File: src/lcd4_pkg.sv
// Shared types and constants for the 4-bit character LCD write sequencer.
// Holds the request and result payload structs, configuration struct and init table.
// No dependencies.
`default_nettype none

package lcd4_pkg;

    // Request kinds
    localparam logic [1:0] KIND_TICK = 2'd0;
    localparam logic [1:0] KIND_CMD  = 2'd1;
    localparam logic [1:0] KIND_DATA = 2'd2;

    // Register map: index = paddr[3:2]
    localparam int unsigned ADDR_W = 4;
    localparam logic [1:0] REG_PULSE = 2'd0;
    localparam logic [1:0] REG_HOLD  = 2'd1;
    localparam logic [1:0] REG_PWRUP = 2'd2;

    // Register reset values
    localparam logic [7:0]  PULSE_RESET = 8'd2;
    localparam logic [7:0]  HOLD_RESET  = 8'd2;
    localparam logic [15:0] PWRUP_RESET = 16'd110;

    // Init sequence
    localparam logic [3:0]  INIT_NIBBLES   = 4'd8;
    localparam logic [3:0]  INIT_CLEAR     = 4'd8;
    localparam logic [3:0]  INIT_DONE      = 4'd9;
    localparam logic [7:0]  CLEAR_BYTE     = 8'h01;
    localparam logic [15:0] WAIT_FIRST     = 16'd3;
    localparam logic [15:0] WAIT_OTHER     = 16'd2;

    typedef struct packed {
        logic [1:0] kind;
        logic [7:0] byte_value;
    } req_t;

    typedef struct packed {
        logic       pin_rs;
        logic       pin_e;
        logic [3:0] data_nibble;
        logic       busy_res;
        logic       rejected;
    } res_t;

    // Register contents plus a strobe for a power-up register write
    typedef struct packed {
        logic [7:0]  pulse_ticks;
        logic [7:0]  hold_ticks;
        logic [15:0] power_up_ticks;
        logic        pwrup_load;
    } cfg_t;

    // Nibbles of the 4-bit init sequence: 3,3,3,2,2,8,0,C
    function automatic logic [3:0] init_nibble(input logic [2:0] step);
        logic [3:0] nib;
        case (step)
            3'd0:    nib = 4'h3;
            3'd1:    nib = 4'h3;
            3'd2:    nib = 4'h3;
            3'd3:    nib = 4'h2;
            3'd4:    nib = 4'h2;
            3'd5:    nib = 4'h8;
            3'd6:    nib = 4'h0;
            default: nib = 4'hC;
        endcase
        return nib;
    endfunction

endpackage

`default_nettype wire

File: src/lcd4_regs.sv
// APB-style configuration registers for the LCD write sequencer.
// Depends on lcd4_pkg for the register map and cfg_t.
`default_nettype none

module lcd4_regs (
    input  wire logic                       clk,
    input  wire logic                       rst_n,
    input  wire logic                       psel,
    input  wire logic                       penable,
    input  wire logic                       pwrite,
    input  wire logic [lcd4_pkg::ADDR_W-1:0] paddr,
    input  wire logic [31:0]                pwdata,
    output logic      [31:0]                prdata,
    output logic                            pready,
    output lcd4_pkg::cfg_t                  cfg
);

    logic [7:0]  pulse_reg;
    logic [7:0]  hold_reg;
    logic [15:0] pwrup_reg;
    logic        wr_en;
    logic [1:0]  reg_idx;

    assign pready  = 1'b1;
    assign wr_en   = psel & penable & pwrite;
    assign reg_idx = paddr[3:2];

    // Register writes
    always_ff @(posedge clk or negedge rst_n)
    begin
        if (!rst_n)
        begin
            pulse_reg <= lcd4_pkg::PULSE_RESET;
            hold_reg  <= lcd4_pkg::HOLD_RESET;
            pwrup_reg <= lcd4_pkg::PWRUP_RESET;
        end
        else if (wr_en)
        begin
            case (reg_idx)
                lcd4_pkg::REG_PULSE: pulse_reg <= pwdata[7:0];
                lcd4_pkg::REG_HOLD:  hold_reg  <= pwdata[7:0];
                lcd4_pkg::REG_PWRUP: pwrup_reg <= pwdata[15:0];
                default: ;
            endcase
        end
    end

    // Read mux
    always_comb
    begin
        case (reg_idx)
            lcd4_pkg::REG_PULSE: prdata = {24'd0, pulse_reg};
            lcd4_pkg::REG_HOLD:  prdata = {24'd0, hold_reg};
            lcd4_pkg::REG_PWRUP: prdata = {16'd0, pwrup_reg};
            default:             prdata = 32'd0;
        endcase
    end

    // Power-up write strobe carries the new value straight through
    always_comb
    begin
        cfg.pulse_ticks    = pulse_reg;
        cfg.hold_ticks     = hold_reg;
        cfg.power_up_ticks = (wr_en && reg_idx == lcd4_pkg::REG_PWRUP) ?
                             pwdata[15:0] : pwrup_reg;
        cfg.pwrup_load     = wr_en && (reg_idx == lcd4_pkg::REG_PWRUP);
    end

endmodule

`default_nettype wire

File: src/lcd4_seq.sv
// Sequencer core: request register, phase/timer update logic, result register.
// Depends on lcd4_pkg for payload types, cfg_t and the init nibble table.
`default_nettype none

module lcd4_seq (
    input  wire logic           clk,
    input  wire logic           rst_n,
    input  wire logic           req_valid,
    output logic                req_stall,
    input  wire lcd4_pkg::req_t req_data,
    output logic                res_valid,
    input  wire logic           res_stall,
    output lcd4_pkg::res_t      res_data,
    input  wire lcd4_pkg::cfg_t cfg
);

    typedef enum logic [2:0] {
        PH_IDLE       = 3'd0,
        PH_INIT_WAIT  = 3'd1,
        PH_INIT_PULSE = 3'd2,
        PH_INIT_HOLD  = 3'd3,
        PH_HI_PULSE   = 3'd4,
        PH_HI_HOLD    = 3'd5,
        PH_LO_PULSE   = 3'd6,
        PH_LO_HOLD    = 3'd7
    } phase_t;

    phase_t          phase_reg,   phase_next;
    logic [3:0]      step_reg,    step_next;
    logic [15:0]     delay_reg,   delay_next;
    logic [7:0]      pend_reg,    pend_next;
    logic            rs_reg,      rs_next;
    logic            e_reg,       e_next;
    logic [3:0]      nib_reg,     nib_next;
    logic            in_full_reg, in_full_next;
    lcd4_pkg::req_t  in_reg;
    logic            out_full_reg, out_full_next;
    lcd4_pkg::res_t  out_reg,     out_next;
    logic            proc;
    logic            rej;
    logic [15:0]     dec;
    logic [3:0]      step_inc;

    // Handshake: process the held request whenever the result register can take it
    assign proc      = in_full_reg & (~out_full_reg | ~res_stall);
    assign req_stall = in_full_reg & ~proc;
    assign res_valid = out_full_reg;
    assign res_data  = out_reg;
    assign dec       = (delay_reg != 16'd0) ? delay_reg - 16'd1 : 16'd0;
    assign step_inc  = step_reg + 4'd1;

    always_comb
    begin
        in_full_next  = (req_valid & ~req_stall) ? 1'b1 : (proc ? 1'b0 : in_full_reg);
        out_full_next = proc ? 1'b1 : ((out_full_reg & ~res_stall) ? 1'b0 : out_full_reg);
    end

    // Phase and pin update for one request
    always_comb
    begin
        phase_next = phase_reg;
        step_next  = step_reg;
        delay_next = delay_reg;
        pend_next  = pend_reg;
        rs_next    = rs_reg;
        e_next     = e_reg;
        nib_next   = nib_reg;
        rej        = 1'b0;

        if (proc)
        begin
            case (in_reg.kind)
                lcd4_pkg::KIND_TICK:
                begin
                    if (phase_reg != PH_IDLE)
                    begin
                        delay_next = dec;
                        if (dec == 16'd0)
                        begin
                            case (phase_reg)
                                PH_INIT_WAIT:
                                begin
                                    rs_next    = 1'b0;
                                    e_next     = 1'b1;
                                    delay_next = {8'd0, cfg.pulse_ticks};
                                    if (step_reg < lcd4_pkg::INIT_NIBBLES)
                                    begin
                                        nib_next   = lcd4_pkg::init_nibble(step_reg[2:0]);
                                        phase_next = PH_INIT_PULSE;
                                    end
                                    else
                                    begin
                                        pend_next  = lcd4_pkg::CLEAR_BYTE;
                                        nib_next   = lcd4_pkg::CLEAR_BYTE[7:4];
                                        phase_next = PH_HI_PULSE;
                                    end
                                end
                                PH_INIT_PULSE:
                                begin
                                    e_next     = 1'b0;
                                    delay_next = {8'd0, cfg.hold_ticks};
                                    phase_next = PH_INIT_HOLD;
                                end
                                PH_INIT_HOLD:
                                begin
                                    step_next  = step_inc;
                                    delay_next = (step_inc == 4'd1) ?
                                                 lcd4_pkg::WAIT_FIRST : lcd4_pkg::WAIT_OTHER;
                                    phase_next = PH_INIT_WAIT;
                                end
                                PH_HI_PULSE:
                                begin
                                    e_next     = 1'b0;
                                    delay_next = {8'd0, cfg.hold_ticks};
                                    phase_next = PH_HI_HOLD;
                                end
                                PH_HI_HOLD:
                                begin
                                    nib_next   = pend_reg[3:0];
                                    e_next     = 1'b1;
                                    delay_next = {8'd0, cfg.pulse_ticks};
                                    phase_next = PH_LO_PULSE;
                                end
                                PH_LO_PULSE:
                                begin
                                    e_next     = 1'b0;
                                    delay_next = {8'd0, cfg.hold_ticks};
                                    phase_next = PH_LO_HOLD;
                                end
                                PH_LO_HOLD:
                                begin
                                    if (step_reg == lcd4_pkg::INIT_CLEAR)
                                        step_next = lcd4_pkg::INIT_DONE;
                                    phase_next = PH_IDLE;
                                end
                                default: ;
                            endcase
                        end
                    end
                end
                lcd4_pkg::KIND_CMD, lcd4_pkg::KIND_DATA:
                begin
                    if (phase_reg != PH_IDLE)
                        rej = 1'b1;
                    else
                    begin
                        pend_next  = in_reg.byte_value;
                        rs_next    = (in_reg.kind == lcd4_pkg::KIND_DATA);
                        nib_next   = in_reg.byte_value[7:4];
                        e_next     = 1'b1;
                        delay_next = {8'd0, cfg.pulse_ticks};
                        phase_next = PH_HI_PULSE;
                    end
                end
                default: ;
            endcase
        end
        else if (cfg.pwrup_load && phase_reg == PH_INIT_WAIT && step_reg == 4'd0)
        begin
            // power-up wait restarts with the new value
            delay_next = cfg.power_up_ticks;
        end

        out_next.pin_rs      = rs_next;
        out_next.pin_e       = e_next;
        out_next.data_nibble = nib_next;
        out_next.busy_res    = (phase_next != PH_IDLE);
        out_next.rejected    = rej;
    end

    // State, request register and result register
    always_ff @(posedge clk or negedge rst_n)
    begin
        if (!rst_n)
        begin
            phase_reg    <= PH_INIT_WAIT;
            step_reg     <= 4'd0;
            delay_reg    <= lcd4_pkg::PWRUP_RESET;
            pend_reg     <= 8'd0;
            rs_reg       <= 1'b0;
            e_reg        <= 1'b0;
            nib_reg      <= 4'd0;
            in_full_reg  <= 1'b0;
            out_full_reg <= 1'b0;
        end
        else
        begin
            phase_reg    <= phase_next;
            step_reg     <= step_next;
            delay_reg    <= delay_next;
            pend_reg     <= pend_next;
            rs_reg       <= rs_next;
            e_reg        <= e_next;
            nib_reg      <= nib_next;
            in_full_reg  <= in_full_next;
            out_full_reg <= out_full_next;
        end
    end

    // Payload registers
    always_ff @(posedge clk)
    begin
        if (req_valid && !req_stall)
            in_reg <= req_data;
        if (proc)
            out_reg <= out_next;
    end

endmodule

`default_nettype wire

File: src/char_lcd_4bit_write_sequencer.sv
// Top level of the 4-bit character LCD write sequencer.
// Depends on lcd4_pkg, lcd4_regs and lcd4_seq.
//
//   channel   signals                          payload
//   request   req_valid / req_stall / req_data lcd4_pkg::req_t (kind, byte_value)
//   result    res_valid / res_stall / res_data lcd4_pkg::res_t (pins, busy, rejected)
//   config    psel/penable/pwrite/paddr/...    pulse, hold, power-up tick counts
//
// Each request gives one result via the request register, then the result register.
// One request a cycle is sustained while res_stall is low, set by those single registers.
// After reset the block runs the power-up init on timer ticks; writes are rejected until
// it is done. A stalled result holds the result register; the request register then
// fills and req_stall rises.
`default_nettype none

module char_lcd_4bit_write_sequencer (
    input  wire logic                        clk,
    input  wire logic                        rst_n,
    input  wire logic                        req_valid,
    output logic                             req_stall,
    input  wire lcd4_pkg::req_t              req_data,
    output logic                             res_valid,
    input  wire logic                        res_stall,
    output lcd4_pkg::res_t                   res_data,
    input  wire logic                        psel,
    input  wire logic                        penable,
    input  wire logic                        pwrite,
    input  wire logic [lcd4_pkg::ADDR_W-1:0] paddr,
    input  wire logic [31:0]                 pwdata,
    output logic      [31:0]                 prdata,
    output logic                             pready
);

    lcd4_pkg::cfg_t cfg;

    lcd4_regs u_regs (
        .clk     (clk),
        .rst_n   (rst_n),
        .psel    (psel),
        .penable (penable),
        .pwrite  (pwrite),
        .paddr   (paddr),
        .pwdata  (pwdata),
        .prdata  (prdata),
        .pready  (pready),
        .cfg     (cfg)
    );

    lcd4_seq u_seq (
        .clk       (clk),
        .rst_n     (rst_n),
        .req_valid (req_valid),
        .req_stall (req_stall),
        .req_data  (req_data),
        .res_valid (res_valid),
        .res_stall (res_stall),
        .res_data  (res_data),
        .cfg       (cfg)
    );

endmodule

`default_nettype wire
File: config.mk
export PLATFORM = sky130hd
export DESIGN_NAME = char_lcd_4bit_write_sequencer
export DESIGN_NICKNAME = d
export VERILOG_FILES = /design/src/lcd4_pkg.sv /design/src/lcd4_regs.sv /design/src/lcd4_seq.sv /design/src/char_lcd_4bit_write_sequencer.sv
export SDC_FILE = /design/constraint.sdc
export NUM_CORES = 1
export LEC_CHECK = 0
export BUFFER_PORTS_ARGS = -buffer_cell sky130_fd_sc_hd__buf_4
export CAP_MARGIN = 20
export CORE_MARGIN = 2
export CORE_UTILIZATION = 50
export DETAILED_ROUTE_END_ITERATION = 12
export GPL_TIMING_DRIVEN = 1
export PLACE_DENSITY = 0.74
export SYNTH_ARGS = -nofsm -noshare
export SYNTH_HDL_FRONTEND = slang
export SYNTH_SLANG_ARGS = --single-unit
File: constraint.sdc
create_clock -name clk -period 7.3 [get_ports clk]
set_clock_uncertainty 0.15 [all_clocks]
set_input_delay 0.365 -clock clk [delete_from_list [all_inputs] [get_ports clk]]
set_output_delay 0.365 -clock clk [all_outputs]
set_load 0.05 [all_outputs]
==> reports/qor.yml, run 1 <==
status: "complete, no violations"
setup_viol: 0
insertion_delay_ns: 0.36
worstHoldPathType: "input pin to flop"
syn-cell-area_sq_um: 5000
finalCriticalPeriod_ns: 3.653
grt_start_max_net_pins: 68
final_max_slew_viol_count: 0
rsz0062_at_grt: "false"
die-width_um: 104.0
die_area_sq_um: 10820
antenna_cells: 0
p_leak_uw: 0.002377
relSlewSlack: 0.4309
start_util: 0.5139
required_ns: 7.24
clock_sinks: 85
cp.arrival_ns: 3.59
ant_nets: 0
period_share: 0.5004
rr_worst_depth: 8
cts_setup_buffers: 0
final_net_count: 629
synth.distinct_cells: 68
finalSetupTns_ns: 0
dpl_worst_slack_ns: 3.761
path_clk_slew_ns: 0.08
final.setup.worst_slack_ns: 3.647
whs_endpoint: "u_seq.in_reg[0]"
final-hold-violation-count: 0
fin_cells: 706
grt_pass1_vias: 3931
end_kind: "flop"
antenna_found_initial: 0
holdWs_ns: 0.02369
core_area_sq_um: 9729
synth-edff-count: 18
rrSetupSlack_ns: 3.65
synthArstFlopShare: 0.7882
cts_buffers: 9
place.gp.congestion: 0.9214
syn_to_final_growth_pct: 14.19
groute.usage.overall: 0.2282
hold_start: "req_data[0]"
yosysTopAreaCellShare: 0.2703
routed_wl_um: 11930
synthTopCellsByArea: "dfrtp_1 (27%), edfxtp_1 (11%), mux2_2 (7.7%), dfstp_2 (6.8%), o21ai_0 (4.4%)"
dp_hpwl_um: 8344
worst_r2r_startpoint: "u_seq.delay_reg[0]"
synth-main-ff-cell: "dfrtp_1"
syn-instance-count: 516
peakVddDrop_v: 0.0002100
drive_above_1_share: 0.2496
place.port_buffers: 60
max_freq_ghz: 0.2738
cts_buffer_depth: 2
finalCoreUtilization: 0.5868
grt_pass1_wl_um: 20050
drc: 0
htreeDepth: 3
yosysWarnings: 0
post_cts_resize_count: 0
cp-start-kind: "flop"
via_per_inst: 5.946
globalRouteOverflowTotal: 0
crit_type: "flop to flop"
ys_seq_elements: 85
tightest_slew_ns: 0.8536
cts_tree: "done"
avgSynthCellArea_sq_um: 9.690
root_buffer: "clkbuf_8"
ys_seq_area_frac: 0.4467
drtIter0Drc: 222
chipHeight_um: 104.0
io_pins: 96
dp.cells: 689
drv_cap: 0
wl_per_cell_um: 16.90
first_pass_iters: 5
worstReg2RegEnd: "u_seq.res_data[6]"
row_count: 36
fillers: 845
cp_max_fo: 8
vias: 4198
power_density_nw_per_um2: 292.1
min_path_cells: 1
synth_largest_area_cell: "dfrtp_1"
==> cell usage in the layout, fill, tap and decap left out, types with 3 or more instances in the layout <==
master / count
nor3_1: 19
edfxtp_1: 18
nor2b_1: 3
o21ai_1: 4
nand2_1: 43
inv_1: 21
ha_1: 8
a31oi_1: 8
a31o_2: 3
nand4_1: 5
clkbuf_8: 9
and3_1: 5
o31ai_1: 4
dfstp_2: 13
nand3_1: 24
o211ai_1: 3
nor2_1: 29
conb_1: 17
a21oi_1: 24
buf_4: 64
mux2_2: 34
o21a_1: 3
dfrtp_1: 54
nor4_1: 4
and2_1: 11
a21o_1: 3
a22oi_1: 9
o21ai_0: 44
mux2i_1: 13
nand2b_1: 3
or4_1: 3
o311ai_0: 3
a22o_1: 9
or3_1: 9
==> synth_stat cells (all sizes together), types with 2 or more instances <==
| cell | count |
|---|---|
| nand3 | 24 |
| mux2i | 13 |
| nor2b | 3 |
| o22ai | 2 |
| dfrtp | 54 |
| nand2 | 43 |
| conb | 2 |
| o21a | 3 |
| or2 | 2 |
| a22oi | 9 |
| xor2 | 2 |
| edfxtp | 18 |
| nor4 | 6 |
| nor2 | 30 |
| o31ai | 4 |
| nand4 | 5 |
| o211ai | 3 |
| mux2 | 34 |
| o311ai | 3 |
| and2 | 11 |
| a211oi | 3 |
| nand2b | 3 |
| nor3b | 3 |
| o21ai | 48 |
| ha | 8 |
| a22o | 9 |
| inv | 21 |
| a21o | 3 |
| nor3 | 20 |
| or4b | 2 |
| and3 | 5 |
| a31oi | 9 |
| clkbuf | 15 |
| buf | 24 |
| o41ai | 2 |
| or4 | 4 |
| a31o | 3 |
| or3 | 9 |
| a21oi | 24 |
| a2111oi | 2 |
| a32o | 2 |
| dfstp | 13 |
==> power breakdown <==
part	leakage [uW]	switching [uW]	total, uW	internal (uW)
sequential	0.000953	121	739	618
combinational	0.00132	339	567	228
clock	0.000108	171	362	191
total	0.00238	631	1670	1040
==> cells by family (layout without fill, tap and decap cells) <==
| kind of cell | after synthesis | in the layout | share of synthesized area |
|---|---|---|---|
| AO/OA/AOI/OAI | 137 | 137 | 0.1797 |
| XOR/XNOR | 3 | 3 | 0.006758 |
| adder cells (fa/ha/maj) | 8 | 8 | 0.02002 |
| buffers and inverters | 60 | 102 | 0.06031 |
| flip-flops | 85 | 85 | 0.4467 |
| multiplexers | 47 | 47 | 0.1026 |
| other | 2 | 17 | 0.001502 |
| AND/OR/NAND/NOR | 174 | 174 | 0.1824 |
==> per-layer routing <==
metal | global-route usage | share of wire
met5 | 0 | 0
met4 | 0.08977 | 0.019
met3 | 0.04135 | 0.057
met2 | 0.3656 | 0.49
met1 | 0.3085 | 0.44
==> metrics by stage <==
step	power (uW)	cell area, sq um
floorplan	1155	5056
global placement	1284	5478
detailed placement	1303	5485
CTS	1670	5709
global route	1775	5709
finish	1668	5709
==> worst max-delay path by stage <==
stage	start	to	depth (start not counted)
global route	u_seq.delay_reg[0]	u_seq.res_data[6]	8
finish	u_seq.delay_reg[0]	u_seq.res_data[6]	8
global placement	u_seq.delay_reg[0]	u_seq.res_data[7]	8
detailed placement	u_seq.delay_reg[0]	u_seq.res_data[7]	8
floorplan	u_seq.delay_reg[1]	u_seq.res_data[6]	9
CTS	u_seq.delay_reg[0]	u_seq.res_data[7]	8
==> critical path, cell delays in order (launching register included) <==
cell	delay [ns]
dfrtp_1	0.45
inv_1	0.13
ha_1	0.26
nor3b_1	0.57
nand4_1	0.57
a211oi_2	0.44
nand2_1	0.25
o311ai_0	0.40
nand3_1	0.15
==> area by class of cell <==
type,count,area [sq um],area share
clock inverters,7,90.09,0.01578
multi-input cells,386,2526,0.4425
repair buffers,65,490.5,0.08591
flip-flops and latches,85,2233,0.3912
clock buffers,9,123.9,0.02170
inverters,21,78.83,0.01381
well taps,133,166.4,0.02915
==> repair_timing <==
| item | CTS | global route |
|---|---|---|
| setup endpoints to repair | 0 | 0 |
| hold endpoints to repair | 15 | 0 |
| hold buffers | 1 | 0 |
(Power assumes the default switching activity.)
==> run 2, diff against run 1 <==
Clock period 7.3 ns to 3.5 ns, I/O delays scaled along.
==> reports/qor.yml, run 2 (synthesis gave the netlist of run 1 again) <==
post_cts_resize_count: 0
place.gp.congestion: 0.9311
groute.usage.overall: 0.2320
finalCoreUtilization: 0.6201
start_util: 0.5139
final-hold-violation-count: 0
cts_tree: "done"
drc: 0
grt_util_met3: 0.03383
tightest_slew_ns: 0.8574
syn_to_final_growth_pct: 20.67
p_leak_uw: 0.002530
root_buffer: "clkbuf_8"
wl_per_cell_um: 16.36
core_area_sq_um: 9729
ant_nets: 0
cts_buffers: 9
power_density_nw_per_um2: 565.2
final_max_slew_viol_count: 0
grt-busiest-layer: "met2"
rsz0062_at_grt: "false"
antenna_cells: 0
setup_viol: 0
clock_sinks: 85
relSlewSlack: 0.4284
required_ns: 3.43
met1_usage: 0.3065
final_common_cell: "buf_4"
grtUsageMet2: 0.3900
crit_type: "flop to flop"
drtIter0Drc: 361
layout_common_cells: "buf_4 (74), dfrtp_1 (54), o21ai_0 (44)"
drive_above_1_share: 0.2484
chipHeight_um: 104.0
cp.arrival_ns: 3.29
finalSetupTns_ns: 0
globalRouteOverflowTotal: 0
holdWs_ns: 0.3121
vias: 4298
slowest_delay_ns: 0.59
dp_hpwl_um: 8518
grt_start_max_net_pins: 68
htreeDepth: 3
path_clk_slew_ns: 0.08
grt_pass1_vias: 4163
via_per_inst: 5.769
worstHoldPathType: "input pin to async pin"
io_pins: 96
insertion_delay_ns: 0.36
first_pass_iters: 5
antenna_found_initial: 0
die_area_sq_um: 10820
cp_max_fo: 6
grt_pass1_wl_um: 20440
final_net_count: 668
cp-start-kind: "flop"
status: "complete, no violations"
cts_buffer_depth: 2
max_freq_ghz: 0.2976
period_share: 0.9602
peakVddDrop_v: 0.0003428
drv_cap: 0
crit_chain: "inv_1, ha_1, or4b_2, nor3_1, and3_1, a31o_2, nand2_1, o311ai_0, nand3_1"
row_count: 36
end_kind: "flop"
finalCriticalPeriod_ns: 3.361
place.port_buffers: 60
routed_wl_um: 12190
critPathSlowestCell: "dfstp_2"
die-width_um: 104.0
## run 2: per-stage QoR
step                      cells  instance area, sq um  worst slack (ns)  total power (uW)
after global placement      699                  5560            0.3055              2707
after global routing        745                  6033           0.04599              3614
after CTS                   745                  6033            0.1686              3413
final                       745                  6033            0.1393              3410
after floorplan             531                  5056            0.5101              2408
after detailed placement    699                  5560            0.2083              2751
## run 2: worst max-delay path, delay by kind of cell (launching register included)
family	cells	cell delay, ns
AO/OA/AOI/OAI	2	0.61
flip-flops	1	0.59
adder cells (fa/ha/maj)	1	0.29
buffers and inverters	1	0.06
AND/OR/NAND/NOR	5	1.39
## run 2: per-layer routing
| metal | wire (um) | up-vias |
|---|---|---|
| met5 | 0 | - |
| met4 | 235 | 0 |
| met3 | 601 | 17 |
| met2 | 5961 | 155 |
| met1 | 5393 | 2069 |
| li1 | - | 2057 |
## run 2: final timing paths
check / to / slack (ns) / startpoint / depth (start not counted)
min in group clk: u_regs.pulse_reg[3] / 0.33 / paddr[2] / 4
max reg2reg: u_seq.res_data[6] / 0.14 / u_seq.delay_reg[1] / 9
min reg2reg: u_seq.res_valid / 0.34 / u_seq.in_full_reg / 1
max in group asynchronous: u_seq.e_reg / 2.32 / rst_n / 2
min: u_regs.pwrup_reg[10] / 0.31 / rst_n / 2
max: u_seq.res_data[6] / 0.14 / u_seq.delay_reg[1] / 9
## run 2: what timing repair did
| action | 4_1_cts | 5_1_grt |
|---|---|---|
| setup endpoints to repair | 0 | 0 |
| hold buffers | 30 | 0 |
| hold endpoints to repair | 98 | 0 |
| setup buffers | 0 | 0 |
## run 2: layout make-up
| class | count | area, sq um |
|---|---|---|
| fill | 812 | 3696 |
| inverter | 21 | 78.83 |
| sequential | 85 | 2233 |
| clock buffer | 14 | 162.7 |
| timing repair buffer | 104 | 855.8 |
| clock inverter | 2 | 10.01 |
| tap | 133 | 166.4 |
| multi-input combinational | 386 | 2526 |
## run 2: power breakdown
group | internal [uW] | switching, uW
Combinational | 517 | 718
Sequential | 1290 | 248
Clock | 296 | 341
Total | 2100 | 1310
